<file path="config.mk">
export PLATFORM = sky130hd
export DESIGN_NAME = xpf_queue
export DESIGN_NICKNAME = d
export VERILOG_FILES = /design/src/assert_macros.svh /design/src/xpf_pkg.sv /design/src/xpf_queue.sv
export SDC_FILE = /design/constraint.sdc
export NUM_CORES = 1
export LEC_CHECK = 0
export BUFFER_PORTS_ARGS = -buffer_cell sky130_fd_sc_hd__buf_2
export CELL_PAD_IN_SITES_DETAIL_PLACEMENT = 0
export CELL_PAD_IN_SITES_GLOBAL_PLACEMENT = 1
export CORE_ASPECT_RATIO = 0.7
export CORE_MARGIN = 2
export CORE_UTILIZATION = 48
export CTS_BUF_LIST = sky130_fd_sc_hd__clkbuf_16
export CTS_CLUSTER_DIAMETER = 200
export DETAILED_ROUTE_END_ITERATION = 12
export PLACE_DENSITY = 0.85
export SYNTH_ARGS = -nofsm -noshare
export SYNTH_HDL_FRONTEND = slang
export SYNTH_SLANG_ARGS = --single-unit
</file>
<file path="constraint.sdc">
create_clock -name clk -period 13.8 [get_ports clk]
set_input_delay 1.38 -clock clk [delete_from_list [all_inputs] [get_ports clk]]
set_output_delay 1.38 -clock clk [all_outputs]
set_load 0.02 [all_outputs]
</file>
<file path="src/assert_macros.svh">
// Assertion macros shared by the RTL modules
`ifndef ASSERT_MACROS_SVH
`define ASSERT_MACROS_SVH

// Same-cycle implication, checked on every rising clk outside reset
`define XPF_ASSERT_NOW(label, ante, cons, msg) \
    label: assert property (@(posedge clk) disable iff (!rst_n) (ante) |-> (cons)) \
        else $error(msg);

// Next-cycle implication, checked on every rising clk outside reset
`define XPF_ASSERT_NEXT(label, ante, cons, msg) \
    label: assert property (@(posedge clk) disable iff (!rst_n) (ante) |=> (cons)) \
        else $error(msg);

`endif

</file>
<file path="src/xpf_pkg.sv">
// Shared types and constants of the XOR parity FEC encoder
package xpf_pkg;

    localparam int SEQ_W   = 32;
    localparam int WORD_W  = 64;
    localparam int POS_W   = 5;
    localparam int GS_W    = 8;
    localparam int KIND_W  = 2;
    localparam int QDEPTH  = 2;
    localparam logic [GS_W-1:0] GROUP_SIZE_RST = 8'd4;

    typedef enum logic [KIND_W-1:0] {
        KIND_DATA = 2'd0,
        KIND_ROW  = 2'd1,
        KIND_EVEN = 2'd2
    } frame_kind_t;

    typedef enum logic [1:0] {
        BK_DATA = 2'd0,
        BK_ROW  = 2'd1,
        BK_EVEN = 2'd2
    } back_state_t;

    // One classified word, handed from the front end to the back end
    typedef struct packed {
        logic [SEQ_W-1:0]  seq;
        logic [SEQ_W-1:0]  base;
        logic [SEQ_W-1:0]  first_seq;
        logic [POS_W-1:0]  pos;
        logic [WORD_W-1:0] word;
        logic              even;
        logic              close;
    } fec_entry_t;

endpackage

</file>
<file path="src/xpf_queue.sv">
// Two-entry queue between the front end and the back end
module xpf_queue (
    input  logic                clk,
    input  logic                rst_n,
    input  logic                push,
    input  xpf_pkg::fec_entry_t push_data,
    output logic                not_full,
    input  logic                pop,
    output logic                not_empty,
    output xpf_pkg::fec_entry_t pop_data
);

    localparam int PTR_W = $clog2(xpf_pkg::QDEPTH);
    localparam int CNT_W = $clog2(xpf_pkg::QDEPTH + 1);

    xpf_pkg::fec_entry_t  mem_reg [xpf_pkg::QDEPTH];
    logic [PTR_W-1:0]     wr_ptr_reg;
    logic [PTR_W-1:0]     rd_ptr_reg;
    logic [CNT_W-1:0]     count_reg;

    assign not_full  = (count_reg != CNT_W'(xpf_pkg::QDEPTH));
    assign not_empty = (count_reg != '0);
    assign pop_data  = mem_reg[rd_ptr_reg];

    always_ff @(posedge clk)
    begin
        if (push)
        begin
            mem_reg[wr_ptr_reg] <= push_data;
        end
    end

    always_ff @(posedge clk or negedge rst_n)
    begin
        if (!rst_n)
        begin
            wr_ptr_reg <= '0;
            rd_ptr_reg <= '0;
            count_reg  <= '0;
        end
        else
        begin
            if (push)
            begin
                wr_ptr_reg <= wr_ptr_reg + PTR_W'(1);
            end
            if (pop)
            begin
                rd_ptr_reg <= rd_ptr_reg + PTR_W'(1);
            end
            if (push && !pop)
            begin
                count_reg <= count_reg + CNT_W'(1);
            end
            else if (pop && !push)
            begin
                count_reg <= count_reg - CNT_W'(1);
            end
        end
    end

endmodule

</file>
==> results.txt <==
----------------------------------------------------
[Timing]
  Setup violators final ... 0
  Period minus WS final ... around 4600 ps
  Worst max-slew margin expressed relative to the limit ... 27.94%
  Final number of hold-violating endpoints ... 0
  Min setup slack post-route ... around 9200 ps
  Setup tns final ... 0 ps
  Portion of the clock cycle consumed by the worst path in the final layout ... approximately 33%
  Unrepaired setup endpoints after global routing ... no
  Timing-limited maximum frequency ... approximately 0.22 GHz
  Worst Max-Slew Pin Slew ... roughly 1100 ps
  Number of pins with negative max-slew slack in the final report ... 0
  Worst-case clock skew ... between 10 and 15 ps

[Drt]
  Number of optimization iterations in the first detailed-route pass ... 4
  Via count ... a little over 6000
  Number of nets with antenna violations after detailed routing ... 0
  Drt first-iter violations ... 347
  Overall routed net length ... about 25000 um
  Via density per instance ... between 4 and 5
  Drt drc ... 0
  Average routed wire per standard cell ... around 19 um

[Critical path]
  Cell Chain, Critical Path ... buf_4 -> mux2_2 -> buf_2
  Crit path kind ... reg2out
  Endpoint class of the critical path ... output port
  Required time worst endpoint ... ~12000 ps
  Reg2Reg Depth ... 2
  Master of the slowest instance on the critical path ... dfrtp_4
  Max stage delay on crit path ... roughly 1000 ps
  Capture instance of the worst register-to-register path ... mem_reg[0][19]
  Startpoint of the worst-slack reg-to-reg timing path ... wr_ptr_reg
  R2R setup slack ... around 11000 ps
  Highest fanout seen on the critical path ... 54
  Signal arrival time at the worst endpoint ... ~3200 ps
  Sort of element at the start of the critical path ... flop

[Synth]
  Post-synthesis average cell area ... ~24 um^2
  Cell taking the most area after synthesis ... edfxtp_1
  Post-synthesis instance area ... approximately 0.013 mm^2
  Ranking of synthesized cells by area ... edfxtp_1 79%, mux2_4 12%, mux2_2 5.9%
  Warnings from Yosys ... 0
  Yosys cell types ... 15
  Total of flip-flops plus latches after synthesis ... about 340
  Share of the synthesized area in the top cell type ... between 70% and 80%
  Cell count after synthesis ... ~540
  Net count after synthesis ... between 700 and 800
  Share of synthesized area occupied by flip-flops and latches ... between 70% and 80%

[Min path]
  Critical hold path startpoint ... count_reg[1]
  WHS Path Cells ... 1
  Min-Delay Path Class ... reg2reg
  Capture endpoint of the worst hold path ... count_reg[1]

[Power]
  Sw Pwr ... ~1100 uW
  Internal power summed over all cells ... between 2000 and 2500 uW
  Part of the power in the clock network ... between 20% and 30%
  Leakage power of the design ... 0.006158 uW
  Peak VDD IR ... about 0.15 mV
  Combinational Power Share ... 33.1%
  Sequential power share ... between 40 and 50%
  Switching share of power ... about a third
  P per Cell Area ... about 210 mW/mm^2

[Placed design]
  Hpwl dp ... around 17000 um
  Cell Count Post-Placement ... ~1200
  Placement-stage worst setup slack ... 9821 ps
  Placed standard-cell area ... approximately 0.015 mm^2
  Placer Congestion ... around 0.74
  Buffers added on ports ... 339

[Finish]
  Area overhead of the layout relative to synthesis ... 23.43%
  Most frequent standard cell in the layout excluding fill and tap cells ... buf_2
  Utilization after layout ... just over 60%
  Multi-input gate area ... around 0.0024 mm^2
  Area taken by flip-flops and latches ... just over 0.01 mm^2
  Post-route non-filler standard cell count ... 1280
  Flip-flop count of the largest register after layout ... ~330
  Number of fillers in the final layout ... around 1900
  Final standard cell area without fillers ... around 0.016 mm^2
  Most used cells in the layout excluding fill and tap cells ... 339 x buf_2, 334 x edfxtp_1, 101 x mux2_4, 66 x mux2_2, 31 x clkbuf_16
  Net count reported at finish ... ~1100
  Layout cell share with drive strength beyond 1 ... 60.61%

[Clock tree]
  CTS tree ... built
  Total setup buffers inserted after CTS ... 0
  Clock buffers created by TritonCTS ... 31
  CTS clock-pin slew for the worst setup and hold paths ... roughly 70 ps
  Hold-fix buffers at CTS ... 0
  Count of clock tree sinks ... ~340
  Number of H-tree levels ... 1
  CTS max path bufs ... 3
  Quantity of gates resized following cts ... 0
  Clock latency on the worst-skew pair ... approximately 550 ps
  Root Driver ... clkbuf_16

[Floorplanning]
  Width of the die ... around 200 um
  Core outline area ... between 0.02 and 0.03 mm^2
  Cell row count ... 49
  Initial core utilization ... about half
  Top Ports ... 340
  Height of the die ... approximately 140 um
  Die outline area ... 0.02773 mm^2

[Global routing]
  First-pass GRT wire length ... between 30000 and 40000 um
  Number of global-route vias before repair ... about 6400
  Global-route usage over all layers ... about 17%
  Antenna violations before repair ... 6
  Pin count of the biggest net entering global routing ... 80
  Final global-route overflow total ... 0

[Run status]
  Status ... finished, final reports clean

[Job]
  Max-cap check violation count ... 0

----------------------------------------------------
final cells by class:
type / count / area share [%]
clock buffer: 31 / 4.962
tap: 357 / 2.857
inverter: 1 / 0.02401
sequential: 338 / 64.81
antenna: 4 / 0.06402
multi-input combinational: 178 / 15.06
clock inverter: 26 / 1.080
timing repair buffer: 345 / 11.14
stage by stage:
step	hold WS, ps	power, uW
final	491.6	3356
after global routing	513.0	3499
after CTS	493.6	3399
after detailed placement	480.7	2600
after global placement	475.2	2583
after floorplan	455.5	2320
cells in the mapped netlist (all sizes together):
library cell  number
edfxtp           334
mux2             167
buf               19
dfrtp              4
xor2               4
and2               1
ha                 1
inv                1
nand2b             1
nor2               1
nor2b              1
or2                1
xnor2              1
power by group through the flow:
stage	clock (uW)	combinational, uW	sequential (uW)
finish	794	1110	1450
global route	854	1180	1470
CTS	817	1130	1450
detailed placement	0	1130	1470
global placement	0	1120	1460
floorplan	0	857	1460
cells by family (layout without fill, tap and decap cells):
| family | after synthesis | after routing | share of synthesized area (%) |
|---|---|---|---|
| flip-flops | 338 | 338 | 79.97 |
| other | 0 | 4 | 0 |
| buffers and inverters | 20 | 403 | 1.521 |
| adder cells (fa/ha/maj) | 1 | 1 | 0.09876 |
| multiplexers | 167 | 167 | 17.84 |
| AND/OR/NAND/NOR | 5 | 5 | 0.2273 |
| XOR/XNOR | 5 | 5 | 0.3457 |
worst max-delay path by stage:
stage	startpoint	end	slack [ps]
floorplan	push	mem_reg[0][0]	4490
global placement	rd_ptr_reg	pop_data[155]	9800
detailed placement	rd_ptr_reg	pop_data[155]	9820
CTS	rd_ptr_reg	pop_data[155]	9220
global route	rd_ptr_reg	pop_data[150]	9110
finish	rd_ptr_reg	pop_data[150]	9240
critical path: cells and delay by family (launching register included):
family | cells | cell delay (ps)
buf+inv | 2 | 1060
mux | 1 | 410
flops | 1 | 990
routing by layer:
| metal | vias to the layer above | wire length [um] | track usage [%] |
|---|---|---|---|
| li1 | 2863 | - | - |
| met1 | 3025 | 10040 | 21.10 |
| met2 | 235 | 11280 | 27.42 |
| met3 | 38 | 2820 | 8.211 |
| met4 | 6 | 436 | 3.799 |
| met5 | - | 41 | 0 |
No activity file was read; power rests on OpenSTA's default activity.
