<file path="src/assert_macros.svh">
// Assertion macros shared by the RTL modules
`ifndef ASSERT_MACROS_SVH
`define ASSERT_MACROS_SVH

// Same-cycle implication, checked on every rising clk outside reset
`define XPF_ASSERT_NOW(label, ante, cons, msg) \
    label: assert property (@(posedge clk) disable iff (!rst_n) (ante) |-> (cons)) \
        else $error(msg);

// Next-cycle implication, checked on every rising clk outside reset
`define XPF_ASSERT_NEXT(label, ante, cons, msg) \
    label: assert property (@(posedge clk) disable iff (!rst_n) (ante) |=> (cons)) \
        else $error(msg);

`endif

</file>
<file path="src/xpf_pkg.sv">
// Shared types and constants of the XOR parity FEC encoder
package xpf_pkg;

    localparam int SEQ_W   = 32;
    localparam int WORD_W  = 64;
    localparam int POS_W   = 5;
    localparam int GS_W    = 8;
    localparam int KIND_W  = 2;
    localparam int QDEPTH  = 2;
    localparam logic [GS_W-1:0] GROUP_SIZE_RST = 8'd4;

    typedef enum logic [KIND_W-1:0] {
        KIND_DATA = 2'd0,
        KIND_ROW  = 2'd1,
        KIND_EVEN = 2'd2
    } frame_kind_t;

    typedef enum logic [1:0] {
        BK_DATA = 2'd0,
        BK_ROW  = 2'd1,
        BK_EVEN = 2'd2
    } back_state_t;

    // One classified word, handed from the front end to the back end
    typedef struct packed {
        logic [SEQ_W-1:0]  seq;
        logic [SEQ_W-1:0]  base;
        logic [SEQ_W-1:0]  first_seq;
        logic [POS_W-1:0]  pos;
        logic [WORD_W-1:0] word;
        logic              even;
        logic              close;
    } fec_entry_t;

endpackage

</file>
<file path="src/xpf_in_if.sv">
// Input and output stream interfaces
interface xpf_in_if;
    logic                      valid;
    logic                      ready;
    logic [xpf_pkg::SEQ_W-1:0]  frame_seq;
    logic [xpf_pkg::WORD_W-1:0] payload_word;

    modport source (output valid, output frame_seq, output payload_word, input ready);
    modport sink   (input valid, input frame_seq, input payload_word, output ready);
endinterface


</file>
<file path="src/xpf_front.sv">
// Front end: accepts words, tracks frame and group position, classifies each word
`include "assert_macros.svh"

module xpf_front #(
    parameter int WORDS_PER_FRAME = 20
) (
    input  logic                      clk,
    input  logic                      rst_n,
    xpf_in_if.sink                    in_stream,
    input  logic                      cfg_wr_en,
    input  logic [xpf_pkg::GS_W-1:0]  cfg_wr_data,
    input  logic                      q_ready,
    output logic                      q_push,
    output xpf_pkg::fec_entry_t       q_entry
);

    localparam logic [xpf_pkg::POS_W-1:0] LAST_POS = xpf_pkg::POS_W'(WORDS_PER_FRAME - 1);

    logic [xpf_pkg::GS_W-1:0]  group_size_reg;
    logic [xpf_pkg::POS_W-1:0] wc_reg, wc_next;
    logic [xpf_pkg::GS_W-1:0]  frames_reg, frames_next;
    logic [xpf_pkg::SEQ_W-1:0] cur_seq_reg, cur_seq_next;
    logic [xpf_pkg::SEQ_W-1:0] first_seq_reg, first_seq_next;

    logic                      first_word;
    logic                      frame_end;
    logic                      close;
    logic [xpf_pkg::GS_W-1:0]  frames_inc;
    logic [xpf_pkg::SEQ_W-1:0] seq_now;
    logic [xpf_pkg::SEQ_W-1:0] first_now;

    assign in_stream.ready = q_ready;
    assign q_push          = in_stream.valid && q_ready;

    always_comb
    begin
        first_word = (wc_reg == '0);
        frame_end  = (wc_reg == LAST_POS);
        frames_inc = frames_reg + xpf_pkg::GS_W'(1);
        // Zero group size closes every frame, as does a size lowered below the count
        close      = frame_end && (frames_inc >= group_size_reg);
        seq_now    = first_word ? in_stream.frame_seq : cur_seq_reg;
        first_now  = (first_word && frames_reg == '0) ? seq_now : first_seq_reg;

        q_entry.seq       = seq_now;
        q_entry.base      = seq_now - xpf_pkg::SEQ_W'(frames_reg);
        q_entry.first_seq = first_now;
        q_entry.pos       = wc_reg;
        q_entry.word      = in_stream.payload_word;
        q_entry.even      = ~frames_reg[0];
        q_entry.close     = close;

        wc_next        = wc_reg;
        frames_next    = frames_reg;
        cur_seq_next   = cur_seq_reg;
        first_seq_next = first_seq_reg;
        if (q_push)
        begin
            cur_seq_next   = seq_now;
            first_seq_next = first_now;
            if (frame_end)
            begin
                wc_next     = '0;
                frames_next = close ? '0 : frames_inc;
            end
            else
            begin
                wc_next = wc_reg + xpf_pkg::POS_W'(1);
            end
        end
    end

    always_ff @(posedge clk or negedge rst_n)
    begin
        if (!rst_n)
        begin
            group_size_reg <= xpf_pkg::GROUP_SIZE_RST;
            wc_reg         <= '0;
            frames_reg     <= '0;
            cur_seq_reg    <= '0;
            first_seq_reg  <= '0;
        end
        else
        begin
            if (cfg_wr_en)
            begin
                group_size_reg <= cfg_wr_data;
            end
            wc_reg        <= wc_next;
            frames_reg    <= frames_next;
            cur_seq_reg   <= cur_seq_next;
            first_seq_reg <= first_seq_next;
        end
    end

    `XPF_ASSERT_NEXT(a_group_restart, q_push && close, frames_reg == '0 && wc_reg == '0,
        "front: closing word did not restart the group")

endmodule

</file>
<file path="src/flat_wrapper.sv">
// flat-port wrapper written by rule: the top's interface ports become plain ports
module xpf_front_flat 
#(
    parameter int WORDS_PER_FRAME = 20
)
  (clk, rst_n, cfg_wr_en, cfg_wr_data, q_ready, q_push, q_entry, in_stream_valid, in_stream_frame_seq, in_stream_payload_word, in_stream_ready);
  xpf_in_if in_stream_i ();
  input  logic clk;
  input  logic rst_n;
  input  logic cfg_wr_en;
  input  logic [xpf_pkg::GS_W-1:0] cfg_wr_data;
  input  logic q_ready;
  output logic q_push;
  output xpf_pkg::fec_entry_t q_entry;
  input wire logic [$bits(in_stream_i.valid)-1:0] in_stream_valid;
  input wire logic [$bits(in_stream_i.frame_seq)-1:0] in_stream_frame_seq;
  input wire logic [$bits(in_stream_i.payload_word)-1:0] in_stream_payload_word;
  output wire logic [$bits(in_stream_i.ready)-1:0] in_stream_ready;
  assign in_stream_i.valid = in_stream_valid;
  assign in_stream_i.frame_seq = in_stream_frame_seq;
  assign in_stream_i.payload_word = in_stream_payload_word;
  assign in_stream_ready = in_stream_i.ready;
  xpf_front #(.WORDS_PER_FRAME(WORDS_PER_FRAME)) u_core (.clk(clk), .rst_n(rst_n), .in_stream(in_stream_i), .cfg_wr_en(cfg_wr_en), .cfg_wr_data(cfg_wr_data), .q_ready(q_ready), .q_push(q_push), .q_entry(q_entry));
endmodule
</file>
<file path="config.mk">
export PLATFORM = sky130hd
export DESIGN_NAME = xpf_front_flat
export DESIGN_NICKNAME = d
export VERILOG_FILES = /design/src/xpf_pkg.sv /design/src/xpf_in_if.sv /design/src/xpf_front.sv /design/src/flat_wrapper.sv
export VERILOG_INCLUDE_DIRS = /design/src /design/src/src
export SDC_FILE = /design/constraint.sdc
export NUM_CORES = 1
export LEC_CHECK = 0
export BUFFER_PORTS_ARGS = -buffer_cell sky130_fd_sc_hd__buf_2
export CORE_ASPECT_RATIO = 1.2
export CORE_UTILIZATION = 40
export CTS_CLUSTER_DIAMETER = 100
export DETAILED_ROUTE_END_ITERATION = 8
export PLACE_DENSITY_LB_ADDON = 0.15
export SLEW_MARGIN = 40
export SYNTH_ARGS = -nofsm -noshare
export SYNTH_HDL_FRONTEND = slang
export SYNTH_SLANG_ARGS = --single-unit
</file>
<file path="constraint.sdc">
create_clock -name clk -period 4.4 [get_ports clk]
set_clock_uncertainty 0.2 [all_clocks]
set_input_delay 0.66 -clock clk [delete_from_list [all_inputs] [get_ports clk]]
set_output_delay 0.66 -clock clk [all_outputs]
set_load 0.05 [all_outputs]
</file>
==> summary.md <==
| Metric | Value |
|---|---|
| Unique masters post-synth | between 40 and 50 |
| Die W | approximately 110 um |
| Iter 0 DRT Violations | 218 |
| Slew Viols, Final | 0 |
| Total Routing Usage GR | 0.215 |
| #FFs+latches synth | 85 |
| DRC Markers | 20 |
| Clock-pin slew on the worst setup and hold paths | 0.06 ns |
| Core area | about 0.014 mm^2 |
| Reg-to-reg endpoint | u_core.first_seq_reg[18] |
| FMAX | 227 MHz |
| Worst skew pair latency | 0.33 ns |
| FP Rows | 47 |
| Worst Path Max Fanout | 5 |
| Syn-to-layout area delta | 32.8% |
| Global-route wire length before repair | 25.2 mm |
| CTS Buffer Depth | 2 |
| Root Buffer | clkbuf_16 |
| Initial Utilization | 0.413 |
| # diodes | 0 |
| Failing checks | design-rule violations, negative setup slack |
| Critical path required time | 3.54 ns |
| Vias in the first global route | slightly below 5,000 |
| Gp weighted congestion | 0.849 |
| DR pass1 iterations | 8 |
| Startpoint types | flip-flop |
| CTS Buf Count | 9 |
| Avg WL per Cell | ~16 um |
| Worst EP arrival | 3.54 ns |
| Worst Setup End Kind | output port |
| Post-Syn Area | just under 0.006 mm^2 |
| Post-route insts no fill | 940 |
| Cell Count Post-Placement | roughly 900 |
| Die height | 133 um |
| Run status | finished with violations |
| Largest net degree at the start of global routing | 66 |
| Antenna Nets Post-Route | 0 |
| Worst slew pin tran | just over 0.7 ns |
| Gr ovfl total | 0 |
| Setup ws final | -0.00206 ns |
| CTS tree | yes |
| Commonest non-fill, non-tap cell in the layout | buf_2 |
| RSZ-0062 raised after global routing | true |
| FF-to-FF Start | u_core.wc_reg[0] |
| Share of cells above drive strength 1 | 0.447 |
| Drt via density | 5.15 |
| Post-detail-place hpwl | between 10 and 15 mm |
| Post-Synthesis Cells | 648 |
| I/O pin total | approximately 280 |
| Drt total wl | 15.5 mm |
| H-tree level count | 3 |
| Antenna violations before repair | 0 |
| Final Critical Period | ~4.4 ns |
| Clock sinks | 85 |
| Die area | 0.0149 mm^2 |
| Final Hold Vio Count | 0 |
| Worst rel slew slack | 0.516 |
| Nets@finish | roughly 900 |
| Worst R2R Setup Slack | 1.55 ns |
| Final period util | 1.00 |
| Commonest non-fill, non-tap cells in the layout | 127 x buf_2, 88 x nand2_1, 82 x dfrtp_1 |
| Hold Crit Class | in2async |
| # setup viols final | 1 |
| Worst Setup Path Type | reg2out |
| Net Count, Synth | around 780 |
| IO buf count | 149 |
| Synthesis warning total | 0 |
| R2R depth | 9 |
| Syn avg cell area | 8.89 um^2 |
| Via count | a little under 5,000 |
| Register area share after synthesis | 0.369 |
| Max Cap Viol | 0 |
## routing by layer
metal	routed length [um]	global-route usage	vias to the layer above
met5	0	0	-
met4	282	0.0826	0
met3	798	0.0487	28
met2	7870	0.378	172
met1	6520	0.256	2278
li1	-	-	2365
## kinds of logic after synthesis
family	synth area share
flip-flops	0.369
XOR/XNOR	0.0547
adder cells (fa/ha/maj)	0.0469
multiplexers	0.133
AO/OA/AOI/OAI	0.121
buffers and inverters	0.140
AND/OR/NAND/NOR	0.135
## cell usage after synthesis (all sizes together)
library cell / number / area, um^2
nand2: 95 / 357
dfrtp: 84 / 2100
o21ai: 79 / 395
buf: 73 / 529
inv: 47 / 176
mux2i: 37 / 370
mux2: 35 / 394
xnor2: 31 / 272
ha: 20 / 250
nor2: 20 / 77.6
clkbuf: 19 / 71.3
nand3: 17 / 85.1
a21oi: 13 / 65.1
nor3: 9 / 66.3
clkinv: 8 / 30.0
o22ai: 6 / 37.5
o31ai: 6 / 45.0
or4: 6 / 52.6
a21o: 5 / 37.5
nand2b: 5 / 38.8
xor2: 5 / 43.8
nand4: 4 / 25.0
nor2b: 3 / 18.8
a211oi: 2 / 27.5
a22o: 2 / 17.5
nor4: 2 / 12.5
nor4b: 2 / 17.5
o211ai: 2 / 15.0
a211o: 1 / 8.76
a311oi: 1 / 8.76
a31oi: 1 / 6.26
a32oi: 1 / 8.76
and3: 1 / 6.26
and3b: 1 / 8.76
dfstp: 1 / 26.3
fa: 1 / 20.0
nand3b: 1 / 7.51
o32a: 1 / 22.5
or3: 1 / 6.26
## final cells by class
type,count,area [um^2]
inverters,55,219
clock inverters,6,62.6
fillers,1248,6290
multi-input cells,416,3520
flip-flops and latches,85,2130
well taps,171,214
repair buffers,197,1270
clock buffers,10,239
## worst max-delay path, cell delays in order, from the launching register on
cell,delay [ns]
dfrtp_2,0.41
inv_2,0.09
ha_4,0.13
nor4b_4,0.24
buf_6,0.22
mux2i_4,0.25
ha_2,0.20
inv_2,0.04
fa_2,0.34
nand3_2,0.07
nand2_2,0.06
a211o_4,0.35
nor3_4,0.25
nand3_2,0.19
xnor2_4,0.20
buf_6,0.17
## per-stage QoR
| stage | hold slack [ns] | instance area (um^2) | setup TNS (ns) | util | setup WS (ns) |
|---|---|---|---|---|---|
| after floorplan | 0.164 | 6190 | 0 | - | 0.00485 |
| after global placement | 0.266 | 6700 | 0 | 0.480 | 0.00858 |
| after detailed placement | 0.284 | 6700 | -0.278 | 0.481 | -0.0832 |
| after CTS | 0.137 | 7420 | -0.453 | 0.532 | -0.111 |
| after global routing | 0.166 | 7650 | -2.13 | 0.549 | -0.207 |
| final | 0.117 | 7650 | -0.00206 | 0.549 | -0.00206 |
## how the worst max path moves through the flow
stage | to | slack (ns) | from
after global routing | q_entry[129] | -0.21 | u_core.wc_reg[0]
final | q_entry[129] | -0.002 | u_core.wc_reg[0]
after global placement | q_entry[117] | 0.009 | u_core.wc_reg[1]
after CTS | q_entry[129] | -0.11 | u_core.wc_reg[0]
after floorplan | q_entry[134] | 0.005 | u_core.wc_reg[0]
after detailed placement | q_entry[117] | -0.08 | u_core.wc_reg[1]
## repair_timing
action	in CTS	in global routing
gates cloned	2	0
hold buffers	0	0
pin swaps	14	20
setup buffers	13	15
setup endpoints to repair	24	23
resized for setup	72	32
Power is not shown: default switching activity piles up to over one toggle a cycle in this logic, so the estimate is an artifact.
